===== src/hw/rtl/acr_pkg.sv =====
// ----------------------------------------------------------------------------
// acr_pkg
// Shared types and constants of the ARP cache and responder.
// ----------------------------------------------------------------------------
package acr_pkg;

   localparam int IP_W     = 32;
   localparam int MAC_W    = 48;
   localparam int OPCODE_W = 16;
   localparam int CSR_W    = 48;

   typedef enum logic {
      KIND_QUERY  = 1'b0,
      KIND_PACKET = 1'b1
   } kind_type;

   typedef enum logic {
      CSR_OWN_IP  = 1'b0,
      CSR_OWN_MAC = 1'b1
   } csr_index_type;

   localparam logic [OPCODE_W-1:0] OPCODE_REQUEST = 16'd1;

   localparam logic [IP_W-1:0]  OWN_IP_RESET  = 32'hC0A8_0A0A;
   localparam logic [MAC_W-1:0] OWN_MAC_RESET = 48'hFFFF_FFFF_FFFF;

   // item as it travels along the cell row
   typedef struct packed {
      kind_type         kind;
      logic [IP_W-1:0]  ip;      // lookup ip or sender ip
      logic [MAC_W-1:0] mac;     // sender mac, or hit mac for a query
      logic             reply;   // request aimed at own ip
      logic             done;    // query hit, or sender learned
   } item_type;

endpackage


===== src/hw/rtl/acr_cell.sv =====
// ----------------------------------------------------------------------------
// acr_cell
// One cache entry. Matches, updates or claims itself for the passing item
// and hands the item to the next cell.
// ----------------------------------------------------------------------------
module acr_cell (
   input  logic              clock,
   input  logic              reset,
   input  logic              advance,
   input  logic              in_valid,
   input  acr_pkg::item_type in_item,
   output logic              out_valid,
   output acr_pkg::item_type out_item,
   output logic              occupied
);

   logic                      entry_valid_ff, entry_valid_in;
   logic [acr_pkg::IP_W-1:0]  entry_ip_ff, entry_ip_in;
   logic [acr_pkg::MAC_W-1:0] entry_mac_ff, entry_mac_in;
   logic                      out_valid_ff;
   acr_pkg::item_type         out_item_ff, out_item_in;
   logic                      match;
   logic                      claim;

   // valid entries always form a prefix, so the first free cell is the
   // lowest free one and no match can lie beyond it
   assign match = in_valid && !in_item.done && entry_valid_ff && (entry_ip_ff == in_item.ip);
   assign claim = in_valid && !in_item.done && !entry_valid_ff
                  && (in_item.kind == acr_pkg::KIND_PACKET);

   always_comb begin
      entry_valid_in = entry_valid_ff;
      entry_ip_in    = entry_ip_ff;
      entry_mac_in   = entry_mac_ff;
      out_item_in    = in_item;
      if (in_item.kind == acr_pkg::KIND_PACKET) begin
         if (match || claim) begin
            entry_valid_in   = 1'b1;
            entry_ip_in      = in_item.ip;
            entry_mac_in     = in_item.mac;
            out_item_in.done = 1'b1;
         end
      end else begin
         if (match) begin
            out_item_in.mac  = entry_mac_ff;
            out_item_in.done = 1'b1;
         end
      end
   end

   always_ff @(posedge clock) begin
      if (reset) begin
         entry_valid_ff <= 1'b0;
         out_valid_ff   <= 1'b0;
      end else if (advance) begin
         entry_valid_ff <= entry_valid_in;
         out_valid_ff   <= in_valid;
      end
   end

   always_ff @(posedge clock) begin
      if (advance) begin
         entry_ip_ff  <= entry_ip_in;
         entry_mac_ff <= entry_mac_in;
         out_item_ff  <= out_item_in;
      end
   end

   assign out_valid = out_valid_ff;
   assign out_item  = out_item_ff;
   assign occupied  = entry_valid_ff;

endmodule


===== src/hw/rtl/arp_cache_and_responder_core.sv =====
// ----------------------------------------------------------------------------
// arp_cache_and_responder_core
// ARP cache with responder, built as a row of entry cells that items walk
// through one cell per cycle while the row advances.
//
//   channel  dir  handshake             payload
//   req_     in   req_tvalid/tready     tdata fields, tuser = req_type
//   rsp_     out  rsp_tvalid/tready     tdata fields
//   csr_     in   csr_we                csr_index, csr_wdata
//
// One item enters per cycle while the row advances; each result passes
// through the whole cell row and then the output register.
// A stalled result freezes the whole row; req_tready is low only then.
// Reset clears all entries at once, no sweep is needed.
// ----------------------------------------------------------------------------
module arp_cache_and_responder_core #(
   parameter int ENTRIES = 16
) (
   input  logic          clock,
   input  logic          reset,
   input  logic          req_tvalid,
   output logic          req_tready,
   // lookup_ip[31:0] arp_opcode[47:32] sender_ip[79:48] sender_mac[127:80]
   // target_ip[159:128]
   input  logic [159:0]  req_tdata,
   // req_type[0]
   input  logic          req_tuser,
   output logic          rsp_tvalid,
   input  logic          rsp_tready,
   // found[0] found_mac[48:1] learned[49] send_reply[50] reply_dest_mac[98:51]
   // reply_dest_ip[130:99] reply_src_mac[178:131] reply_src_ip[210:179]
   // zero[215:211]
   output logic [215:0]  rsp_tdata,
   input  logic          csr_we,
   input  logic          csr_index,
   input  logic [acr_pkg::CSR_W-1:0] csr_wdata
);

   logic [acr_pkg::IP_W-1:0]  own_ip_ff;
   logic [acr_pkg::MAC_W-1:0] own_mac_ff;

   logic                      advance;
   logic [ENTRIES:0]          link_valid;
   acr_pkg::item_type         link_item [ENTRIES+1];
   logic [ENTRIES-1:0]        occ_vec;

   logic [acr_pkg::IP_W-1:0]     lookup_ip, sender_ip, target_ip;
   logic [acr_pkg::OPCODE_W-1:0] arp_opcode;
   logic [acr_pkg::MAC_W-1:0]    sender_mac;
   acr_pkg::kind_type            req_kind;

   logic                      rsp_valid_ff;
   logic                      found_ff, found_in;
   logic [acr_pkg::MAC_W-1:0] found_mac_ff, found_mac_in;
   logic                      learned_ff, learned_in;
   logic                      reply_ff, reply_in;
   logic [acr_pkg::MAC_W-1:0] dest_mac_ff, dest_mac_in;
   logic [acr_pkg::IP_W-1:0]  dest_ip_ff, dest_ip_in;
   logic [acr_pkg::MAC_W-1:0] src_mac_ff, src_mac_in;
   logic [acr_pkg::IP_W-1:0]  src_ip_ff, src_ip_in;

   always_ff @(posedge clock) begin
      if (reset) begin
         own_ip_ff  <= acr_pkg::OWN_IP_RESET;
         own_mac_ff <= acr_pkg::OWN_MAC_RESET;
      end else if (csr_we) begin
         unique case (acr_pkg::csr_index_type'(csr_index))
            acr_pkg::CSR_OWN_IP:  own_ip_ff  <= csr_wdata[acr_pkg::IP_W-1:0];
            acr_pkg::CSR_OWN_MAC: own_mac_ff <= csr_wdata;
            default: ;
         endcase
      end
   end

   assign advance    = !rsp_valid_ff || rsp_tready;
   assign req_tready = advance;

   assign lookup_ip  = req_tdata[31:0];
   assign arp_opcode = req_tdata[47:32];
   assign sender_ip  = req_tdata[79:48];
   assign sender_mac = req_tdata[127:80];
   assign target_ip  = req_tdata[159:128];
   assign req_kind   = acr_pkg::kind_type'(req_tuser);

   always_comb begin
      link_valid[0]     = req_tvalid;
      link_item[0].kind = req_kind;
      link_item[0].done = 1'b0;
      if (req_kind == acr_pkg::KIND_PACKET) begin
         link_item[0].ip    = sender_ip;
         link_item[0].mac   = sender_mac;
         link_item[0].reply = (arp_opcode == acr_pkg::OPCODE_REQUEST)
                              && (target_ip == own_ip_ff);
      end else begin
         link_item[0].ip    = lookup_ip;
         link_item[0].mac   = '0;
         link_item[0].reply = 1'b0;
      end
   end

   for (genvar g = 0; g < ENTRIES; g++) begin : g_cell
      acr_cell u_cell (
         .clock     (clock),
         .reset     (reset),
         .advance   (advance),
         .in_valid  (link_valid[g]),
         .in_item   (link_item[g]),
         .out_valid (link_valid[g+1]),
         .out_item  (link_item[g+1]),
         .occupied  (occ_vec[g])
      );
   end

   always_comb begin
      found_in     = 1'b0;
      found_mac_in = '0;
      learned_in   = 1'b0;
      reply_in     = 1'b0;
      dest_mac_in  = '0;
      dest_ip_in   = '0;
      src_mac_in   = '0;
      src_ip_in    = '0;
      if (link_item[ENTRIES].kind == acr_pkg::KIND_QUERY) begin
         found_in = link_item[ENTRIES].done;
         if (link_item[ENTRIES].done) begin
            found_mac_in = link_item[ENTRIES].mac;
         end
      end else begin
         learned_in = link_item[ENTRIES].done;
         reply_in   = link_item[ENTRIES].reply;
         if (link_item[ENTRIES].reply) begin
            dest_mac_in = link_item[ENTRIES].mac;
            dest_ip_in  = link_item[ENTRIES].ip;
            src_mac_in  = own_mac_ff;
            src_ip_in   = own_ip_ff;
         end
      end
   end

   always_ff @(posedge clock) begin
      if (reset) begin
         rsp_valid_ff <= 1'b0;
      end else if (advance) begin
         rsp_valid_ff <= link_valid[ENTRIES];
      end
   end

   always_ff @(posedge clock) begin
      if (advance) begin
         found_ff     <= found_in;
         found_mac_ff <= found_mac_in;
         learned_ff   <= learned_in;
         reply_ff     <= reply_in;
         dest_mac_ff  <= dest_mac_in;
         dest_ip_ff   <= dest_ip_in;
         src_mac_ff   <= src_mac_in;
         src_ip_ff    <= src_ip_in;
      end
   end

   assign rsp_tvalid = rsp_valid_ff;
   assign rsp_tdata  = {5'b0, src_ip_ff, src_mac_ff, dest_ip_ff, dest_mac_ff,
                        reply_ff, learned_ff, found_mac_ff, found_ff};

   // occupied entries always form a prefix of the row
   a_occ_prefix: assert property (@(posedge clock) disable iff (reset)
      (occ_vec & (occ_vec + ENTRIES'(1))) == '0)
      else $error("cache entries not contiguous");

   // a query hit never carries learn or reply flags
   a_kind_excl: assert property (@(posedge clock) disable iff (reset)
      rsp_tvalid && rsp_tdata[0] |-> !rsp_tdata[49] && !rsp_tdata[50])
      else $error("query result with packet flags");

   // a miss reports a zero mac
   a_miss_mac: assert property (@(posedge clock) disable iff (reset)
      rsp_tvalid && !rsp_tdata[0] |-> rsp_tdata[48:1] == '0)
      else $error("miss with nonzero mac");

   // a reply carries the configured own ip as its source ip
   a_reply_src: assert property (@(posedge clock) disable iff (reset)
      rsp_tvalid && rsp_tdata[50] |-> rsp_tdata[210:179] == own_ip_ff)
      else $error("reply source ip differs from own ip");

endmodule

===== config.mk =====
export PLATFORM = sky130hd
export DESIGN_NAME = arp_cache_and_responder_core
export DESIGN_NICKNAME = d
export VERILOG_FILES = /design/src/hw/rtl/acr_pkg.sv /design/src/hw/rtl/acr_cell.sv /design/src/hw/rtl/arp_cache_and_responder_core.sv
export SDC_FILE = /design/constraint.sdc
export NUM_CORES = 2
export LEC_CHECK = 0
export BUFFER_PORTS_ARGS = -buffer_cell sky130_fd_sc_hd__buf_4
export CORE_AREA = 10 10 498 500
export DETAILED_ROUTE_END_ITERATION = 6
export DIE_AREA = 0 0 508 510
export HOLD_SLACK_MARGIN = 0.1
export PLACE_DENSITY = 0.71
export SLEW_MARGIN = 20
export SYNTH_ARGS = -nofsm -noshare
export SYNTH_HDL_FRONTEND = slang
export SYNTH_SLANG_ARGS = --single-unit

===== constraint.sdc =====
create_clock -name clock -period 57.5 [get_ports clock]
set_input_delay 5.75 -clock clock [delete_from_list [all_inputs] [get_ports clock]]
set_output_delay 5.75 -clock clock [all_outputs]
set_load 0.01 [all_outputs]

==> metrics.yaml <==
outcome: "finished, final reports clean"
seq_power_share_pct: 57.3
report.final.setup_viol: 0
total_gr_overflow: 0
post-layout-total-power_mw: 4.31
top_level_i_o_count: 433
post-route-min-period_ns: 12.62
layout.cells.most_common_list: "edfxtp_1, mux2_2, xor2_1"
timing_worst_slew_pin_value_ns: 1.09
post_route_worst_setup_slack_ns: 44.88
min_path_type: "flop to flop"
finalClockSkew_ns: 0.0511
start_util_pct: 44.9
total_global_routing_track_utilization_pct: 11.5
crit_path_end_kind: "primary output"
vias: 44500
p_clk_share_pct: 40.5
slew_violations: 0
whs_ns: 0.416
cts_htree_levels: 5
synth-seq-cells: 2932
power.leakage_nw: 46.0
met1_length_um: 69700
largest_net_degree_at_the_start_of_global_routing: 213
flow.area_growth_from_synthesis_pct: 14.9
cp_num_buf_inv: 4
dr.pass1.iters: 5
slew_headroom_pct: 27.5
setup_repair_after_global_routing_missed_its_margin: "false"
worst_r2r_startpoint: "rsp_tvalid$_SDFFE_PP0N_"
synth_flop_cell: "edfxtp_1"
synth.cell_area_um2: 107000
hpwl_um: 101000
drc: 0
ir_worst_vdd_mv: 0.0271
setup.worst_path.class: "primary input to primary output"
nets: 6169
hold_path_end: "g_cell[12].u_cell.out_item[1]$_DFFE_PN_"
postCtsSetupRepairBufs: 0
worstPathCellList: "buf_4 -> nor2b_2 -> buf_4 -> inv_8 -> buf_4"
place_area_um2: 114000
final-seq-area_um2: 86900
tritoncts.num_buffers: 292
final-instance-count-excl-fill: 9318
holdBufCountCts: 0
fmax_mhz: 79.2
worst-endpoint-arrival_ns: 6.87
area_enclosed_by_the_die_boundary_um2: 259000
final_common_cell: "edfxtp_1"
r2r_cells: 7
placed_cells_incl_taps: 8827
finalWeightedCongestion: 0.801
initialDrtViolationCount: 2662
period_share_pct: 21.9
routed_via_density: 4.78
sequential_area_share_after_synthesis_pct: 81.5
fp-row-count: 179
final_layout_size_suffix_gt1_share_pct: 26.9
hold_path.startpoint: "g_cell[11].u_cell.out_item[1]$_DFFE_PN_"
power_density_nw_per_um2: 35.1
chipHeight_um: 510
dp_worst_setup_slack_ns: 44.87
wl_met2_um: 70700
finalSetupTns_ns: 0
cp.depth: 5
critical_path.most_common_cell: "buf_4"
synth_enable_flop_cells: 2819
net_sw_power_mw: 0.803
timing.critical_path.slowest_stage_cell: "inv_8"
cts.reportedPaths.clkPinSlew_ns: 0.06
numClockSinks: 2932
sw_ratio_pct: 18.6
maxCapViolCount: 0
detail-route-antenna-nets: 0
critical-path-top-delay-family: "buffers and inverters"
grt_first_pass_wirelength_um: 250000
cp_data_required_time_ns: 51.75
number_of_different_library_cells_in_the_post_synthesis_netlist: 37
first_global_vias: 46200
cts-root-buf: "clkbuf_16"
final-hold-violation-count: 0
finalInstanceArea_um2: 123000
worst_path_largest_cell_delay_ns: 0.49
internal-power_mw: 3.50
wl_per_cell_um: 16.4
worst-r2r-setup-slack_ns: 52.80
initial_antenna_violation_count: 2
worst_hold_path_depth: 0
n_fill_cell: 18200
yosys_warnings: 0
cts_tree: "done"
placeableCoreArea_um2: 237000
resized_cells_post_cts: 0
crit_path_max_fanout: 91
syn_inst: 5352
setup.worst_path.start_class: "primary input"
chipWidth_um: 508
max_buffers_root_to_sink: 4
syn_area_per_cell_um2: 19.9
worst_skew_pair.late_latency_ns: 0.90
highest_signal_layer_in_the_routed_design: "met4"
worst_r2r_endpoint: "src_mac_ff[13]$_SDFFCE_PN0N_"
utilization_pct: 51.6
detailroute.wirelength.met3_um: 8350
wl_um: 153000
port-buffer-count: 427
synth_async_sr_flop_share_pct: 0
p_comb_share_pct: 2.2
multiInputGateArea_um2: 18900
cell type report:
class	instances	share of cell area, %
flip-flops and latches	2932	70.9
multi-input cells	2165	15.4
clock buffers	393	6.43
well taps	3167	3.23
repair buffers	482	2.99
clock inverters	97	0.739
inverters	81	0.254
diodes	1	0.00204
cell families (layout without fill, tap and decap cells):
kind of cell    count (synthesis)  count (layout)  share of synthesized area (%)
simple gates                  666             666                           3.66
mux                           767             767                           8.13
flops                        2932            2932                           81.5
xor+xnor                      543             543                           4.46
buf+inv                       259            1053                          0.980
compound gates                184             184                           1.25
other cells                     1               6                        0.00352
state kept, by name, indices dropped and copies added, names as in the netlist:
| signal | flops |
|---|---|
| own_mac_ff | 48 |
| g_cell.u_cell.out_item | 1328 |
| g_cell.u_cell.entry_mac_ff | 768 |
| src_mac_ff | 48 |
| own_ip_ff | 32 |
| learned_ff | 1 |
| found_mac_ff | 48 |
| dest_ip_ff | 32 |
| src_ip_ff | 32 |
| rsp_tvalid | 1 |
| g_cell.u_cell.occupied | 16 |
| g_cell.u_cell.out_valid | 16 |
| reply_ff | 1 |
| found_ff | 1 |
| g_cell.u_cell.entry_ip_ff | 512 |
| dest_mac_ff | 48 |
power groups by stage:
stage	registers (mW)	clock network, mW	logic [mW]
4_1_cts	2.47	1.80	0.0959
5_1_grt	2.48	1.88	0.105
3_3_place_gp	2.51	0	0.0922
6_report	2.47	1.74	0.0946
2_1_floorplan	2.49	0	0.0645
3_5_place_dp	2.51	0	0.0942
cell usage after synthesis, types with 4 or more instances:
master    instances  share of area (%)
nand3_1          16              0.075
nor2_1           18              0.063
nor3_1            4              0.019
a211o_1          48               0.39
xor2_1          538                4.4
mux2_2          755                8.0
mux2_4           10               0.14
a21o_1           15               0.11
inv_1            80               0.28
dfxtp_1         113                2.1
and3_1          208                1.2
o21bai_2         20               0.21
xnor2_1           5              0.041
o21bai_1         28               0.20
clkbuf_1        114               0.40
and2_1           98               0.57
nand4b_1         15               0.12
nor4_1          136               0.80
nand4_1          35               0.21
nand3b_1         10              0.070
a21oi_1          70               0.33
nor2b_1          18               0.11
buf_4             9              0.063
nand2_1         102               0.36
buf_6             5              0.053
edfxtp_1       2819                 79
buf_1            49               0.17
worst register-to-register path, stage by stage, from the launching register on:
cell and delay (ns):
dfxtp_1 0.32, nor2b_2 0.15, buf_4 0.22, inv_8 0.50, buf_4 0.84, buf_4 0.87, buf_4 0.59, buf_4 0.77
metal layers:
layer / vias up / track usage [%]
li1: 21800 / -
met3: 341 / 2.82
met5: - / 0
met4: 0 / 3.89
met1: 21400 / 15.6
met2: 948 / 18.4
how the worst max path moves through the flow:
stage / startpoint / endpoint / slack, ns
after floorplan: rsp_tready / g_cell[0].u_cell.entry_ip_ff[0]$_DFFE_PP_ / 3.09
after global placement: rsp_tready / req_tready / 44.89
after detailed placement: rsp_tready / req_tready / 44.87
after CTS: rsp_tready / req_tready / 44.87
after global routing: rsp_tready / req_tready / 44.81
final: rsp_tready / req_tready / 44.88
(Power assumes the default switching activity.)
